$ cat config.mk
export PLATFORM = sky130hd
export DESIGN_NAME = fbal_ram
export DESIGN_NICKNAME = d
export VERILOG_FILES = /design/src/hw/rtl/fbal_ram.sv
export SDC_FILE = /design/constraint.sdc
export NUM_CORES = 2
export LEC_CHECK = 0
export ABC_AREA = 1
export BUFFER_PORTS_ARGS = -buffer_cell sky130_fd_sc_hd__buf_2
export CAP_MARGIN = 20
export CORE_MARGIN = 2
export CORE_UTILIZATION = 25
export DETAILED_ROUTE_END_ITERATION = 8
export PLACE_DENSITY_LB_ADDON = 0.08
export SLEW_MARGIN = 20
export SYNTH_ARGS = -nofsm -noshare
export SYNTH_HDL_FRONTEND = slang
export SYNTH_SLANG_ARGS = --single-unit
$ cat constraint.sdc
create_clock -name clk -period 2.1 [get_ports clk]
set_input_delay 0.105 -clock clk [delete_from_list [all_inputs] [get_ports clk]]
set_output_delay 0.105 -clock clk [all_outputs]
set_load 0.02 [all_outputs]
$ cat src/hw/rtl/fbal_ram.sv
`default_nettype none

module fbal_ram #(
  parameter int WIDTH = 9,
  parameter int DEPTH = 256
) (
  input  wire logic                     clk,
  input  wire logic                     we,
  input  wire logic [$clog2(DEPTH)-1:0] waddr,
  input  wire logic [WIDTH-1:0]         wdata,
  input  wire logic [$clog2(DEPTH)-1:0] raddr,
  output      logic [WIDTH-1:0]         rdata
);

  logic [WIDTH-1:0] mem [DEPTH];

  always_ff @(posedge clk) begin
    if (we) begin
      mem[waddr] <= wdata;
    end
    rdata <= mem[raddr];
  end

endmodule

`default_nettype wire

Word-level counts from Yosys, hierarchy flattened
Memory sizes are Yosys's and may differ from the RTL's. A register that Yosys moved wholly into a read port is not among the register bits.
Cells that the tools add are included.
- memories kept: 1
- memory bits (writable): 2304
- output and inout port bits: 9
- flip-flop bits (word level): 0
- bits of input ports: 27
- logic and storage cells: 3
- muxes and demuxes: 2
- memories (memory ; depth ; bits a word ; read ports ; clocked after memory_dff ; write ports ; RTL line ; RTL):
    mem ; 256 ; 9 ; 1 ; 1 ; 1 ; 15 ; logic [WIDTH-1:0] mem [DEPTH];
- operators with widths (kind ; number):
    1-bit 2-to-1 mux ; 2

Depth between registers and ports, before layout
- depth in word-level cells: 2
- gate-level depth with buffers: 15
- gate-level depth less buffers: 11

Least setup slack after synthesis
Ideal clock, no wire load.
- kind: input to register
- start point: in we
- end point: mem mem[162][0], enable pin
- setup slack: 0.458 ns
- data arrival time: 1.268 ns
- buffers on the path: 2
- required time: 1.726 ns
- stages: 4
- library setup time: 0.374 ns
- path through: clkbuf_1 nand3_1 clkbuf_1 nor2_1
- word-level cells in the longest chain between the ends: 2
- ends and longest elaborated chain (item ; RTL line ; RTL):
    from (decl) ; 8 ; input wire logic we,
    1-bit 2-to-1 mux ; 18 ; if (we) begin
    1-bit 2-to-1 mux (implied by the code) ; 19 ; mem[waddr] <= wdata;
    to (decl) ; 15 ;
No other way between the ends.

==> qor.yml <==
sta:
  timing.fmax_mhz: 487
  fin_worst_skew_ns: 0.0298
  fin_crit_ns: 2.05
  fin_ws_ns: 0.0466
  period_share: 0.978
  rsz0062_at_grt: "no"
  tns_ns: 0
  hold_viol: 0
  drv_slew: 0
  setup_viol: 0
  slew_headroom: 0.504
  worstMarginPinSlew_ns: 0.744
clock_tree:
  cts-root-buf: "clkbuf_16"
  post_cts_buffers: 0
  cts.htree.levels: 5
  clock_sinks: 2313
  cts_tree: "built"
  numCtsBuffers: 284
  clkSlewWorstSetupHoldPaths_ns: 0.06
  worst_skew_pair.late_latency_ns: 0.91
  clock_path_buffers: 4
placement:
  dp_cells: 13177
  pre_cts_ws_ns: -0.777
  placed_area_um2: 107000
  hpwl_um: 218000
  gp_congestion: 0.792
  portBuffers: 35
global_route:
  grt_use_met3: 0.0199
  grt_pass1_vias: 63126
  met1_usage: 0.247
  antenna_found_initial: 23
  grt_pass1_wl_um: 489000
  use_met2: 0.298
  grt-ovfl-total: 0
  grt_max_degree: 67
  grt-busiest-layer: "met2"
  track_usage: 0.178
layout:
  final_core_util: 0.310
  fin_area_um2: 115000
  fin_nets: 8532
  nFillCells: 37768
  area.growth.synth_to_final_pct: 23.4
  final_common_cell: "nand2_1"
  multi_input_area_um2: 21500
  drive_gt1_frac: 0.150
  regArea_um2: 69400
  layout_common_cells: "nand2_1, edfxtp_1, nand3_1"
  fin_cells: 13691
outcome:
  status: "finished, final reports clean"
drt:
  via_per_inst: 4.59
  vias: 62777
  drtPass1Iterations: 5
  drc: 0
  antenna_left: 0
  first_iter_violations: 5020
  routed_wirelength_um: 344000
  wl_per_cell_um: 25.1
power_and_ir_drop:
  comb_power_share: 0.072
  clock_power_share: 0.444
  peakVddDrop_mv: 0.532
  power_frac_seq: 0.484
  power.switching_mw: 25.0
  p_leak_nw: 40.8
  p_int_mw: 80.2
  switching_share: 0.238
  cellPowerDensity_nw_per_um2: 912
synth:
  netlist_instances: 7826
  yosysUniqueCellTypes: 15
  yosysTopAreaCell: "edfxtp_1"
  yosysSeqAreaShare: 0.742
  avgSynthCellArea_um2: 11.9
  synth_edf_count: 2304
  synth_area_um2: 93500
  synth_top_area_share: 0.740
  synth_warnings: 0
  ys.flop_type: "edfxtp_1"
  yosys_register_bits: 2313
  syn_nets: 7853
  synth_area_leaders: "edfxtp_1, nand3_1, nand2_1, buf_2, nor2_1"
  synthArstFlopShare: 0
die:
  initial_core_util: 0.251
  die_area_um2: 379000
  rows: 224
  core-area_um2: 372000
  ioPinCount: 36
  die_y_um: 616
  die_w_um: 616
run:
  maxCapViolCount: 0
critical_path:
  required_ns: 2.87
  r2r_slack_ns: 0.05
  setup.worst_path.end_class: "register"
  startpoint_type: "register"
  cp_max_fo: 1
  cp.arrival_ns: 2.83
  path_class: "reg -> reg"
hold_path:
  min_path_type: "in -> reg"
critical path, cell delays in order (launching register included):
cell	delay [ns]
edfxtp_1	0.35
nand2_1	0.07
nand3_1	0.07
nand3_1	0.21
nand3_1	0.22
nand3_1	0.22
nand3_2	0.24
nand3_1	0.13
nand2_1	0.06
nand2_1	0.26
nand2_1	0.08
registers in the layout, indices dropped and copies added, names as in the netlist:
register / count
mem: 2304
rdata: 9
through the flow:
| step | total power, mW | hold slack, ns |
|---|---|---|
| 2_1_floorplan | 55.0 | 0.204 |
| 3_3_place_gp | 59.7 | 0.481 |
| 3_5_place_dp | 59.6 | 0.481 |
| 4_1_cts | 107 | 0.0416 |
| 5_1_grt | 109 | 0.131 |
| 6_report | 105 | 0.0923 |
metal layers:
layer / up-vias / part of all wire / wire length [um]
met4: 0 / 0.020 / 7010
met5: - / 0 / 0
met2: 1292 / 0.48 / 165000
met1: 31832 / 0.46 / 159000
li1: 29269 / - / -
met3: 384 / 0.038 / 13000
synthesized netlist by cell type (3+ instances only):
cell type	count
buf_1	55
buf_2	326
buf_4	25
buf_6	15
clkbuf_1	115
clkinv_1	3
dfxtp_1	9
edfxtp_1	2304
inv_1	31
inv_2	3
nand2_1	2384
nand3_1	2271
nor2_1	283
cell type report:
type / instances / share of cell area
clock inverters: 129 / 0.00829
flip-flops and latches: 2313 / 0.601
multi-input cells: 4938 / 0.186
clock buffers: 363 / 0.0662
well taps: 4972 / 0.0539
diodes: 8 / 0.000173
repair buffers: 929 / 0.0826
inverters: 39 / 0.00167
logic make-up after synthesis:
logic type / Yosys count / synth area share
simple gates: 4938 / 0.229
flops: 2313 / 0.742
buf+inv: 575 / 0.0297
power by group through the flow:
stage / clock (mW) / sequential [mW] / combinational [mW]
finish: 46.8 / 51.0 / 7.55
global route: 50.0 / 50.9 / 8.21
CTS: 48.3 / 51.0 / 7.77
detailed placement: 0 / 51.9 / 7.72
global placement: 0 / 51.9 / 7.74
floorplan: 0 / 51.9 / 3.10
repair_timing:
| action | 4_1_cts | 5_1_grt |
|---|---|---|
| setup endpoints to repair | 8 | 7 |
| hold endpoints to repair | 2303 | 0 |
| resized for setup | 11 | 5 |
| pin swaps | 0 | 0 |
| hold buffers | 15 | 0 |
worst paths after layout:
kind | from | endpoint | cells after the start
setup / recovery | mem[247][7] | rdata[7] | 10
hold / removal | waddr[0] | mem[159][5] | 5
setup reg to reg | mem[247][7] | rdata[7] | 10
hold reg to reg | mem[38][4] | rdata[4] | 10
Note: power is estimated with default switching activity, not from simulation.
